===== config.mk =====
export PLATFORM = sky130hd
export DESIGN_NAME = mep_front
export DESIGN_NICKNAME = d
export VERILOG_FILES = /design/src/sv/mep_pkg.sv /design/src/sv/mep_front.sv
export SDC_FILE = /design/constraint.sdc
export NUM_CORES = 2
export LEC_CHECK = 0
export BUFFER_PORTS_ARGS = -buffer_cell sky130_fd_sc_hd__buf_2
export CORE_ASPECT_RATIO = 0.5
export CORE_MARGIN = 1.5
export CORE_UTILIZATION = 65
export DETAILED_ROUTE_END_ITERATION = 8
export GPL_TIMING_DRIVEN = 0
export PLACE_DENSITY = 0.81
export SYNTH_ARGS = -nofsm -noshare
export SYNTH_HDL_FRONTEND = slang
export SYNTH_SLANG_ARGS = --single-unit

===== constraint.sdc =====
create_clock -name i_clk -period 10.17 [get_ports i_clk]
set_input_delay 1.5255 -clock i_clk [delete_from_list [all_inputs] [get_ports i_clk]]
set_output_delay 1.5255 -clock i_clk [all_outputs]
set_load 0.1 [all_outputs]

===== src/sv/mep_pkg.sv =====
// Shared types and constants of the escape-time pixel engine.
`timescale 1ns / 1ps
`default_nettype none

package mep_pkg;

    // Q4.28 fixed point for the origins; 28 fraction bits throughout
    localparam int FRAC_BITS = 28;

    localparam int PIX_W     = 12;
    localparam int ORG_W     = 32;
    localparam int STEP_W    = 31;
    localparam int CNT_W     = 16;
    localparam int GRAY_W    = 8;
    localparam int CFG_W     = 32;
    localparam int CFG_IDX_W = 3;

    // c = origin + index * step
    localparam int PROD_W = PIX_W + STEP_W;
    localparam int C_W    = PROD_W + 2;
    // z = sr - si + c, where |sr - si| stays within 4.0
    localparam int Z_W    = ((C_W > FRAC_BITS + 4) ? C_W : FRAC_BITS + 4) + 1;
    // multiplier operand once |z| <= 2.0 is known
    localparam int M_W    = FRAC_BITS + 3;
    // floored product, magnitude within 8.0
    localparam int P_W    = FRAC_BITS + 5;

    localparam logic signed [Z_W-1:0] Z_TWO  = Z_W'(64'd1 << (FRAC_BITS + 1));
    localparam logic signed [P_W:0]   S_FOUR = (P_W + 1)'(64'd1 << (FRAC_BITS + 2));

    typedef enum logic [CFG_IDX_W-1:0] {
        CFG_ORIGIN_REAL = 3'd0,
        CFG_ORIGIN_IMAG = 3'd1,
        CFG_STEP_REAL   = 3'd2,
        CFG_STEP_IMAG   = 3'd3,
        CFG_MAX_ITER    = 3'd4
    } t_cfg_idx;

    localparam logic [ORG_W-1:0]  RST_ORIGIN_REAL = 32'hD000_0000;
    localparam logic [ORG_W-1:0]  RST_ORIGIN_IMAG = 32'hF000_0000;
    localparam logic [STEP_W-1:0] RST_STEP_REAL   = 31'd1468006;
    localparam logic [STEP_W-1:0] RST_STEP_IMAG   = 31'd1118481;
    localparam logic [CNT_W-1:0]  RST_MAX_ITER    = 16'd1000;

    typedef struct packed {
        logic [PIX_W-1:0] pixel_x;
        logic [PIX_W-1:0] pixel_y;
    } t_pixel;

    typedef struct packed {
        logic [CNT_W-1:0]  iteration_count;
        logic [GRAY_W-1:0] gray_level;
        logic              hit_limit;
    } t_result;

    typedef struct packed {
        logic signed [C_W-1:0] c_real;
        logic signed [C_W-1:0] c_imag;
    } t_point;

    typedef struct packed {
        logic   push;
        t_point point;
    } t_push;

    typedef enum logic [1:0] {
        ST_IDLE,
        ST_MUL,
        ST_ADD
    } t_state;

endpackage

`default_nettype wire


===== src/sv/mep_front.sv =====
// Front end: configuration registers, request intake and mapping to the point c.
`timescale 1ns / 1ps
`default_nettype none

module mep_front (
    input  wire logic                         i_clk,
    input  wire logic                         i_rst_n,
    input  wire logic                         i_start,
    output logic                              o_busy,
    input  wire mep_pkg::t_pixel              i_pixel,
    input  wire logic                         i_cfg_we,
    input  wire logic [mep_pkg::CFG_IDX_W-1:0] i_cfg_addr,
    input  wire logic [mep_pkg::CFG_W-1:0]     i_cfg_wdata,
    input  wire logic                         i_full,
    output mep_pkg::t_push                    o_push,
    output logic [mep_pkg::CNT_W-1:0]         o_max_iter
);
    import mep_pkg::*;

    logic [ORG_W-1:0]  r_origin_re;
    logic [ORG_W-1:0]  r_origin_im;
    logic [STEP_W-1:0] r_step_re;
    logic [STEP_W-1:0] r_step_im;
    logic [CNT_W-1:0]  r_max_iter;

    logic              r_valid;
    logic              n_valid;
    t_pixel            r_pixel;

    logic              accept;
    logic              push;
    logic [PROD_W-1:0] prod_re;
    logic [PROD_W-1:0] prod_im;

    always_ff @(posedge i_clk) begin
        if (!i_rst_n) begin
            r_origin_re <= RST_ORIGIN_REAL;
            r_origin_im <= RST_ORIGIN_IMAG;
            r_step_re   <= RST_STEP_REAL;
            r_step_im   <= RST_STEP_IMAG;
            r_max_iter  <= RST_MAX_ITER;
        end else if (i_cfg_we) begin
            case (i_cfg_addr)
                CFG_ORIGIN_REAL: r_origin_re <= i_cfg_wdata[ORG_W-1:0];
                CFG_ORIGIN_IMAG: r_origin_im <= i_cfg_wdata[ORG_W-1:0];
                CFG_STEP_REAL:   r_step_re   <= i_cfg_wdata[STEP_W-1:0];
                CFG_STEP_IMAG:   r_step_im   <= i_cfg_wdata[STEP_W-1:0];
                CFG_MAX_ITER:    r_max_iter  <= i_cfg_wdata[CNT_W-1:0];
                default: begin
                    // unknown index: drop the write
                end
            endcase
        end
    end

    // hold a request only while the queue is full
    assign o_busy = r_valid && i_full;
    assign accept = i_start && !o_busy;
    assign push   = r_valid && !i_full;

    always_comb begin
        n_valid = r_valid;
        if (accept) begin
            n_valid = 1'b1;
        end else if (push) begin
            n_valid = 1'b0;
        end
    end

    always_ff @(posedge i_clk) begin
        if (!i_rst_n) begin
            r_valid <= 1'b0;
        end else begin
            r_valid <= n_valid;
        end
    end

    always_ff @(posedge i_clk) begin
        if (accept) begin
            r_pixel <= i_pixel;
        end
    end

    assign prod_re = PROD_W'(r_pixel.pixel_x) * PROD_W'(r_step_re);
    assign prod_im = PROD_W'(r_pixel.pixel_y) * PROD_W'(r_step_im);

    assign o_push.push         = push;
    assign o_push.point.c_real = $signed({{(C_W-ORG_W){r_origin_re[ORG_W-1]}}, r_origin_re})
                               + $signed({{(C_W-PROD_W){1'b0}}, prod_re});
    assign o_push.point.c_imag = $signed({{(C_W-ORG_W){r_origin_im[ORG_W-1]}}, r_origin_im})
                               + $signed({{(C_W-PROD_W){1'b0}}, prod_im});
    assign o_max_iter          = r_max_iter;

endmodule

`default_nettype wire


==> flow_metrics.tcl <==
set metrics [dict create \
    drc 0 \
    nets 5183 \
    top_usage_layer "met2" \
    setup_viol 0 \
    portBuffers 170 \
    path_common_cell "fa_1" \
    postRouteAntennaNets 0 \
    ios 172 \
    yosysSeqAreaShare_pct 10.70 \
    initial_utilization_pct 66.28 \
    synth_cell_types 77 \
    worst_setup_path_start_kind "flip-flop" \
    seqCellArea_um2 3583 \
    pre_cts_slack_ns -0.3667 \
    synth_nets 4984 \
    max_freq_ghz 0.09988 \
    crit_path_top_delay_cell "fa_1" \
    clockRootBuffer "clkbuf_16" \
    use_met1_pct 52.34 \
    clk_latency_ns 0.46 \
    grt_pass1_vias 29240 \
    dieArea_um2 52950 \
    drv_cap 0 \
    die_w_um 323.9 \
    syn2layout_area_growth_pct 9.516 \
    final_cell_mix "nand2_1 (945), inv_1 (695), fa_1 (580)" \
    finalWirelength_um 99330 \
    layout_setup_ws_ns 0.1581 \
    tightest_slew_ns 0.8218 \
    syn_inst 4086 \
    nFillCells 3967 \
    synth_ff_type "dfxtp_1" \
    postPlaceCellArea_um2 35230 \
    slew_viol_final 0 \
    drt-initial-drc-count 2801 \
    skew_ns 0.008293 \
    instances_no_fill 4995 \
    htreeDepth 4 \
    crit_arrival_ns 8.49 \
    yosys_warnings 0 \
    cts_sinks 167 \
    final_hold_viol_count 0 \
    status "completed" \
    path_clk_slew_ns 0.09 \
    antenna_found_initial 6 \
    end_kind "primary output" \
    fin_crit_sh_pct 98.45 \
    rsz0062_at_grt "yes" \
    slew_headroom_pct 45.14 \
    layout_commonest_cell "nand2_1" \
    synth_edf_count 24 \
    async_flop_share_pct 0 \
    cts_tree "yes" \
    vias_per_cell 5.791 \
    multi_input_area_um2 26880 \
    fp.coreArea_um2 50510 \
    fin_area_um2 36660 \
    wl_per_cell_um 19.89 \
    die_h_um 163.5 \
    grt_overflow 0 \
    slowest_delay_ns 0.56 \
    worstPathMaxFanout 10 \
    numCtsBuffers 17 \
    grt_use_met2_pct 58.94 \
    period_minus_slack_ns 10.01 \
    cts_buffer_depth 2 \
    hold_class "reg -> reg" \
    netlist_area_um2 33480 \
    route.vias.total 28930 \
    synth.avg_cell_area_um2 8.193 \
    cp.required_ns 8.64 \
    grt_max_degree 20 \
    cts_hold_buf 0 \
    num_rows 58 \
    dp.cells 4947 \
    holdWs_ns 0.4691 \
    grt_usage_pct 38.13 \
    dr.pass1.iters 6 \
    drive_above_1_share_pct 9.842 \
    synth-seq-cells 167 \
    grt_pass1_wl_um 154900 \
    dp_hpwl_um 81620 \
    use_met3_pct 8.890 \
    routabilityCongestion 0.9954 \
    worstSetupPathType "reg -> out" \
]
## logic make-up after synthesis
family	count (synthesis)	share of synthesized area [%]
AOI/OAI and AO/OA	608	12.32
xor gates and xnor gates	158	4.134
adders and majority gates	834	44.22
buffers and inverters	910	10.23
DFF	167	10.70
muxes	1	0.02990
and+or+nand+nor	1408	18.36
## what timing repair did
item / CTS / global route
pin swaps: 5 / 22
gates resized for setup: 98 / 222
endpoints found under the setup margin: 28 / 32
buffers inserted: 12 / 10
## area by class of cell
type                    count  area share (%)
multi-input cells        3009           73.32
flip-flops and latches    167           9.774
inverters                 695           7.116
repair buffers            193           3.123
plain buffers             202           2.642
well taps                 690           2.355
clock buffers              17           1.160
clock inverters            15          0.4641
diodes                      7         0.04778
## cells in the mapped netlist, types with 6 or more instances
cell type,n,share of area [%]
o21ai_0,77,1.2
o21ai_1,7,0.10
and3_1,13,0.24
nor2b_1,15,0.28
nand3_1,63,0.94
a21oi_1,158,2.4
dfxtp_1,143,8.6
o21bai_1,27,0.61
nor2_1,86,0.96
nand2_1,947,11
a21boi_0,115,2.6
o211ai_1,8,0.18
ha_1,252,9.4
a211oi_1,19,0.43
a31o_2,6,0.16
nand4_1,25,0.47
o21a_1,18,0.40
a31oi_1,12,0.22
a21o_1,99,2.2
nand2b_1,18,0.34
xnor2_1,104,2.7
edfxtp_1,24,2.2
inv_1,695,7.8
fa_1,582,35
or2_2,7,0.13
nor3_1,16,0.24
and2_1,203,3.8
clkbuf_1,208,2.3
xor2_1,54,1.4
## routing by layer
layer | wire, um | up-vias
met1 | 40630 | 14180
met2 | 44290 | 1491
met4 | 4120 | 0
met3 | 10280 | 238
met5 | 0 | -
li1 | - | 13020
## critical path, delay by kind of cell (launching register included)
family | cells | cell delay [ns]
AO/OA/AOI/OAI | 13 | 2.49
buffers and inverters | 5 | 0.73
AND/OR/NAND/NOR | 5 | 0.96
adder cells (fa/ha/maj) | 7 | 3.21
XOR/XNOR | 1 | 0.12
flip-flops | 1 | 0.50
## per-stage QoR
step / util [%] / TNS (ns)
floorplan: - / -0.01711
detailed placement: 69.75 / -1.194
finish: 72.58 / 0
CTS: 71.57 / 0
global placement: 69.68 / -0.8104
global route: 72.58 / -0.06444
## state kept, by name, indices dropped and copies added, names as in the netlist
register	cells
r_valid	1
r_step_re	31
r_step_im	31
o_max_iter	16
r_pixel	24
r_origin_re	32
r_origin_im	32
## path summary, 6_finish.rpt
| kind | startpoint | to | slack, ns | depth (start not counted) |
|---|---|---|---|---|
| hold / removal | o_max_iter[15] | o_max_iter[15] | 0.47 | 2 |
| setup / recovery | r_pixel[20] | o_push[85] | 0.16 | 31 |
| hold reg to reg | o_max_iter[15] | o_max_iter[15] | 0.47 | 2 |
| setup reg to reg | r_valid | r_pixel[18] | 8.66 | 3 |
Power is not shown: default switching activity piles up to over one toggle a cycle in this logic, so the estimate is an artifact.
