<file path="src/sv/mep_pkg.sv">
// Shared types and constants of the escape-time pixel engine.
`timescale 1ns / 1ps
`default_nettype none

package mep_pkg;

    // Q4.28 fixed point for the origins; 28 fraction bits throughout
    localparam int FRAC_BITS = 28;

    localparam int PIX_W     = 12;
    localparam int ORG_W     = 32;
    localparam int STEP_W    = 31;
    localparam int CNT_W     = 16;
    localparam int GRAY_W    = 8;
    localparam int CFG_W     = 32;
    localparam int CFG_IDX_W = 3;

    // c = origin + index * step
    localparam int PROD_W = PIX_W + STEP_W;
    localparam int C_W    = PROD_W + 2;
    // z = sr - si + c, where |sr - si| stays within 4.0
    localparam int Z_W    = ((C_W > FRAC_BITS + 4) ? C_W : FRAC_BITS + 4) + 1;
    // multiplier operand once |z| <= 2.0 is known
    localparam int M_W    = FRAC_BITS + 3;
    // floored product, magnitude within 8.0
    localparam int P_W    = FRAC_BITS + 5;

    localparam logic signed [Z_W-1:0] Z_TWO  = Z_W'(64'd1 << (FRAC_BITS + 1));
    localparam logic signed [P_W:0]   S_FOUR = (P_W + 1)'(64'd1 << (FRAC_BITS + 2));

    typedef enum logic [CFG_IDX_W-1:0] {
        CFG_ORIGIN_REAL = 3'd0,
        CFG_ORIGIN_IMAG = 3'd1,
        CFG_STEP_REAL   = 3'd2,
        CFG_STEP_IMAG   = 3'd3,
        CFG_MAX_ITER    = 3'd4
    } t_cfg_idx;

    localparam logic [ORG_W-1:0]  RST_ORIGIN_REAL = 32'hD000_0000;
    localparam logic [ORG_W-1:0]  RST_ORIGIN_IMAG = 32'hF000_0000;
    localparam logic [STEP_W-1:0] RST_STEP_REAL   = 31'd1468006;
    localparam logic [STEP_W-1:0] RST_STEP_IMAG   = 31'd1118481;
    localparam logic [CNT_W-1:0]  RST_MAX_ITER    = 16'd1000;

    typedef struct packed {
        logic [PIX_W-1:0] pixel_x;
        logic [PIX_W-1:0] pixel_y;
    } t_pixel;

    typedef struct packed {
        logic [CNT_W-1:0]  iteration_count;
        logic [GRAY_W-1:0] gray_level;
        logic              hit_limit;
    } t_result;

    typedef struct packed {
        logic signed [C_W-1:0] c_real;
        logic signed [C_W-1:0] c_imag;
    } t_point;

    typedef struct packed {
        logic   push;
        t_point point;
    } t_push;

    typedef enum logic [1:0] {
        ST_IDLE,
        ST_MUL,
        ST_ADD
    } t_state;

endpackage

`default_nettype wire

</file>
<file path="src/sv/mep_queue.sv">
// Small FIFO of mapped points between the front end and the iteration core.
`timescale 1ns / 1ps
`default_nettype none

module mep_queue #(
    parameter int DEPTH = 2
) (
    input  wire logic            i_clk,
    input  wire logic            i_rst_n,
    input  wire mep_pkg::t_push  i_push,
    output logic                 o_full,
    input  wire logic            i_pop,
    output logic                 o_empty,
    output mep_pkg::t_point      o_point
);
    import mep_pkg::*;

    localparam int PTR_W = (DEPTH > 1) ? $clog2(DEPTH) : 1;
    localparam int CNT_W = $clog2(DEPTH + 1);

    t_point             r_mem [DEPTH];
    logic [PTR_W-1:0]   r_wr_ptr;
    logic [PTR_W-1:0]   r_rd_ptr;
    logic [CNT_W-1:0]   r_count;
    logic [PTR_W-1:0]   n_wr_ptr;
    logic [PTR_W-1:0]   n_rd_ptr;
    logic [CNT_W-1:0]   n_count;
    logic               do_push;
    logic               do_pop;

    assign o_full  = (r_count == CNT_W'(DEPTH));
    assign o_empty = (r_count == '0);
    assign do_push = i_push.push && !o_full;
    assign do_pop  = i_pop && !o_empty;
    assign o_point = r_mem[r_rd_ptr];

    always_comb begin
        n_wr_ptr = r_wr_ptr;
        n_rd_ptr = r_rd_ptr;
        n_count  = r_count;
        if (do_push) begin
            n_wr_ptr = (r_wr_ptr == PTR_W'(DEPTH - 1)) ? '0 : r_wr_ptr + 1'b1;
        end
        if (do_pop) begin
            n_rd_ptr = (r_rd_ptr == PTR_W'(DEPTH - 1)) ? '0 : r_rd_ptr + 1'b1;
        end
        if (do_push && !do_pop) begin
            n_count = r_count + 1'b1;
        end else if (do_pop && !do_push) begin
            n_count = r_count - 1'b1;
        end
    end

    always_ff @(posedge i_clk) begin
        if (!i_rst_n) begin
            r_wr_ptr <= '0;
            r_rd_ptr <= '0;
            r_count  <= '0;
        end else begin
            r_wr_ptr <= n_wr_ptr;
            r_rd_ptr <= n_rd_ptr;
            r_count  <= n_count;
        end
    end

    always_ff @(posedge i_clk) begin
        if (do_push) begin
            r_mem[r_wr_ptr] <= i_push.point;
        end
    end

endmodule

`default_nettype wire

</file>
<file path="config.mk">
export PLATFORM = sky130hd
export DESIGN_NAME = mep_queue
export DESIGN_NICKNAME = d
export VERILOG_FILES = /design/src/sv/mep_pkg.sv /design/src/sv/mep_queue.sv
export SDC_FILE = /design/constraint.sdc
export NUM_CORES = 1
export LEC_CHECK = 0
export ABC_AREA = 1
export BUFFER_PORTS_ARGS = -buffer_cell sky130_fd_sc_hd__buf_2
export CAP_MARGIN = 30
export CORE_MARGIN = 3
export CORE_UTILIZATION = 45
export CTS_BUF_LIST = sky130_fd_sc_hd__clkbuf_4 sky130_fd_sc_hd__clkbuf_8 sky130_fd_sc_hd__clkbuf_16
export DETAILED_ROUTE_END_ITERATION = 10
export PLACE_DENSITY = 0.7
export SLEW_MARGIN = 10
export SYNTH_ARGS = -nofsm -noshare
export SYNTH_HDL_FRONTEND = slang
export SYNTH_SLANG_ARGS = --single-unit
export TNS_END_PERCENT = 10
</file>
<file path="constraint.sdc">
create_clock -name i_clk -period 6 [get_ports i_clk]
set_input_delay 1.2 -clock i_clk [delete_from_list [all_inputs] [get_ports i_clk]]
set_output_delay 1.2 -clock i_clk [all_outputs]
set_load 0.01 [all_outputs]
</file>
==> impl_metrics.tcl <==
set metrics [dict create \
    count_of_flip_flops_with_a_built_in_enable_after_synthesis 180 \
    layout.area.seq_um2 5510 \
    ctsLongestPathBuffers 2 \
    endpoint_kind "output port" \
    synth.top_cells.by_count "180 x sky130_fd_sc_hd__edfxtp_1, 90 x sky130_fd_sc_hd__mux2_4, 11 x sky130_fd_sc_hd__nor2_1, 9 x sky130_fd_sc_hd__buf_12, 9 x sky130_fd_sc_hd__inv_1" \
    maximum_level_of_the_cts_h_tree 4 \
    critical_path_class "reg -> out" \
    post_synthesis_compound_gate_area_fraction_pct 0.330 \
    final-hold-violation-count 0 \
    worstSkewPairLatency_ns 0.41 \
    totalNegativeSetupSlack_ns 0 \
    min_delay_path_class "reg -> reg" \
    drt_pre_antenna_iters 4 \
    max_freq_mhz 289 \
    die_h_um 132 \
    stdcell_area_um2 8830 \
    yosys_warnings 0 \
    setup-violations-final 0 \
    grt_setup_unrepaired "no" \
    critical_path.max_fanout 31 \
    die-width_um 132 \
    worst_ir_drop_vdd_v 0.000266 \
    mean_post_synth_cell_area_um2 22.6 \
    drt-total-wl_um 12500 \
    yosys.cell_count.top_type "sky130_fd_sc_hd__edfxtp_1" \
    cts_hold_buf 0 \
    grt_first_pass_wirelength_um 19500 \
    worstPathRequired_ns 4.80 \
    timing_worst_slew_pin_value_ns 0.655 \
    multi_input_area_um2 1480 \
    share_of_flip_flops_with_an_asynchronous_set_or_reset_after_synthesis_pct 0 \
    track_usage_pct 14.4 \
    place_hpwl_um 8600 \
    synth-seq-area-share_pct 76.5 \
    combinational_family_with_the_most_area_after_synthesis "multiplexers" \
    wire_per_inst_um 16.8 \
    final_layout_size_suffix_gt1_share_pct 59.7 \
    io_pins 186 \
    globalRouteOverflowTotal 0 \
    ys_ff_latch 185 \
    leakagePower_nw 3.51 \
    antenna_found_initial 1 \
    final.fill_count 1239 \
    maxSlewViolCount 0 \
    setup.worst_path.start_class "register" \
    worst_ep_arrival_time_ns 2.26 \
    synth-main-ff-cell "sky130_fd_sc_hd__edfxtp_1" \
    cts_root_buf "sky130_fd_sc_hd__clkbuf_16" \
    grt_pass1_vias 3756 \
    muxShareOfSynthArea_pct 18.8 \
    cts_resized 0 \
    max_cap_violations 0 \
    worst_clock_skew_ns 0.00684 \
    synthSimpleGateAreaFrac_pct 1.04 \
    layout-area-overhead-vs-synth_pct 22.8 \
    initial_detailed_routing_violation_count 206 \
    cts_buffers 17 \
    drcViolationCount 0 \
    routed_via_density 4.75 \
    final_worst_path_cycle_share_pct 57.7 \
    finalWeightedCongestion 0.707 \
    synthDominantAreaCellType "sky130_fd_sc_hd__edfxtp_1" \
    antennaDiodeCount 0 \
    postCtsSetupRepairBufs 0 \
    ys_types 14 \
    synth.top_cell.area_share_pct 75.1 \
    route.vias.total 3525 \
    place_area_um2 8260 \
    synth_xor_xnor_area_share_pct 0 \
    power_density_nw_per_um2 413 \
    cts.clk_slew.worst_paths_ns 0.06 \
    clock_sinks 185 \
    max-slew-margin-rel_pct 56.3 \
    layout_nets 613 \
    final_period_minus_worst_setup_slack_ns 3.46 \
    number_of_buffers_inserted_by_port_buffering 185 \
    core.rowCount 45 \
    ant_nets 0 \
    starting_density_of_the_core_pct 46.6 \
    post_synth_fa_ha_maj_area_fraction_pct 0.174 \
    die_area_um2 17500 \
    tritoncts "built" \
    syn_nets 413 \
    mappedNetlistArea_um2 7190 \
    yosys-top-cells-area "sky130_fd_sc_hd__edfxtp_1 75%, sky130_fd_sc_hd__mux2_4 19%, sky130_fd_sc_hd__buf_12 2.5%" \
    synthesized_instance_count 318 \
    outcome "complete, no violations" \
    placeableCoreArea_um2 15400 \
    largest_net_degree_at_the_start_of_global_routing 49 \
]
power breakdown:
| group | internal, mW | leakage, nW | switching, mW |
|---|---|---|---|
| Sequential | 1.64 | 1.72 | 0.0790 |
| Clock | 0.627 | 0.288 | 0.429 |
| Combinational | 0.446 | 1.50 | 0.428 |
| Total | 2.71 | 3.51 | 0.936 |
layer usage:
metal	part of all wire (%)	routed length, um	track usage [%]	vias to the layer above
met2	49	6150	23.5	133
li1	-	-	-	1637
met1	39	4890	16.2	1734
met4	1.7	217	5.25	2
met5	0.10	13	0	-
met3	9.7	1210	7.26	19
state kept, by name, indices dropped and copies added, names as in the netlist, named ones only:
name and flops:
r_wr_ptr 1, r_rd_ptr 1, r_count 2, r_mem 180
final timing paths:
path / slack (ns) / endpoint / cells after the start / from
worst max-delay path: 2.54 / o_point[44] / 3 / register
worst min-delay path: 0.51 / r_rd_ptr / 2 / r_rd_ptr
worst max register to register: 3.80 / r_mem[1][35] / 5 / r_count[1]
worst min register to register: 0.51 / r_rd_ptr / 2 / r_rd_ptr
stage by stage:
| stage | cells | hold WS [ns] | setup WS (ns) | utilization (%) | power (mW) |
|---|---|---|---|---|---|
| floorplan | 318 | 0.467 | 0.445 | - | 2.40 |
| global placement | 710 | 0.483 | 2.95 | 53.5 | 2.61 |
| detailed placement | 710 | 0.495 | 2.94 | 53.5 | 2.63 |
| CTS | 742 | 0.512 | 2.48 | 57.2 | 3.69 |
| global route | 742 | 0.581 | 2.40 | 57.2 | 3.81 |
| finish | 742 | 0.511 | 2.54 | 57.2 | 3.64 |
final cells by class:
class	instances	area share [%]
sequential	185	62.4
clock buffer	25	5.71
timing repair buffer	191	11.0
multi-input combinational	114	16.7
inverter	9	0.383
clock inverter	7	0.794
tap	211	2.99
layout by cell type (no fill, tap or decap):
| master | instances |
|---|---|
| sky130_fd_sc_hd__dfxtp_4 | 1 |
| sky130_fd_sc_hd__ha_1 | 1 |
| sky130_fd_sc_hd__dfxtp_1 | 4 |
| sky130_fd_sc_hd__edfxtp_1 | 180 |
| sky130_fd_sc_hd__nor2_4 | 2 |
| sky130_fd_sc_hd__a21oi_1 | 1 |
| sky130_fd_sc_hd__nor2_1 | 9 |
| sky130_fd_sc_hd__bufinv_16 | 1 |
| sky130_fd_sc_hd__clkbuf_4 | 5 |
| sky130_fd_sc_hd__clkinv_4 | 2 |
| sky130_fd_sc_hd__clkbuf_8 | 3 |
| sky130_fd_sc_hd__mux2_4 | 90 |
| sky130_fd_sc_hd__o21ai_2 | 1 |
| sky130_fd_sc_hd__clkinvlp_4 | 1 |
| sky130_fd_sc_hd__nand3_1 | 1 |
| sky130_fd_sc_hd__nand2_1 | 6 |
| sky130_fd_sc_hd__inv_1 | 9 |
| sky130_fd_sc_hd__o21ai_0 | 2 |
| sky130_fd_sc_hd__nand4_1 | 1 |
| sky130_fd_sc_hd__buf_4 | 6 |
| sky130_fd_sc_hd__buf_2 | 185 |
| sky130_fd_sc_hd__clkinv_2 | 3 |
| sky130_fd_sc_hd__clkbuf_16 | 17 |
cells by family (layout without fill, tap and decap cells):
kind of cell | after synthesis | after routing
DFF | 185 | 185
muxes | 90 | 90
and+or+nand+nor | 19 | 19
buffers and inverters | 19 | 232
AOI/OAI and AO/OA | 4 | 4
adders and majority gates | 1 | 1
critical path: stages, from the launching register on:
cell and delay (ns):
sky130_fd_sc_hd__dfxtp_4 0.73, sky130_fd_sc_hd__buf_4 0.59, sky130_fd_sc_hd__mux2_4 0.35, sky130_fd_sc_hd__buf_2 0.14
No activity file was read; power rests on OpenSTA's default activity.
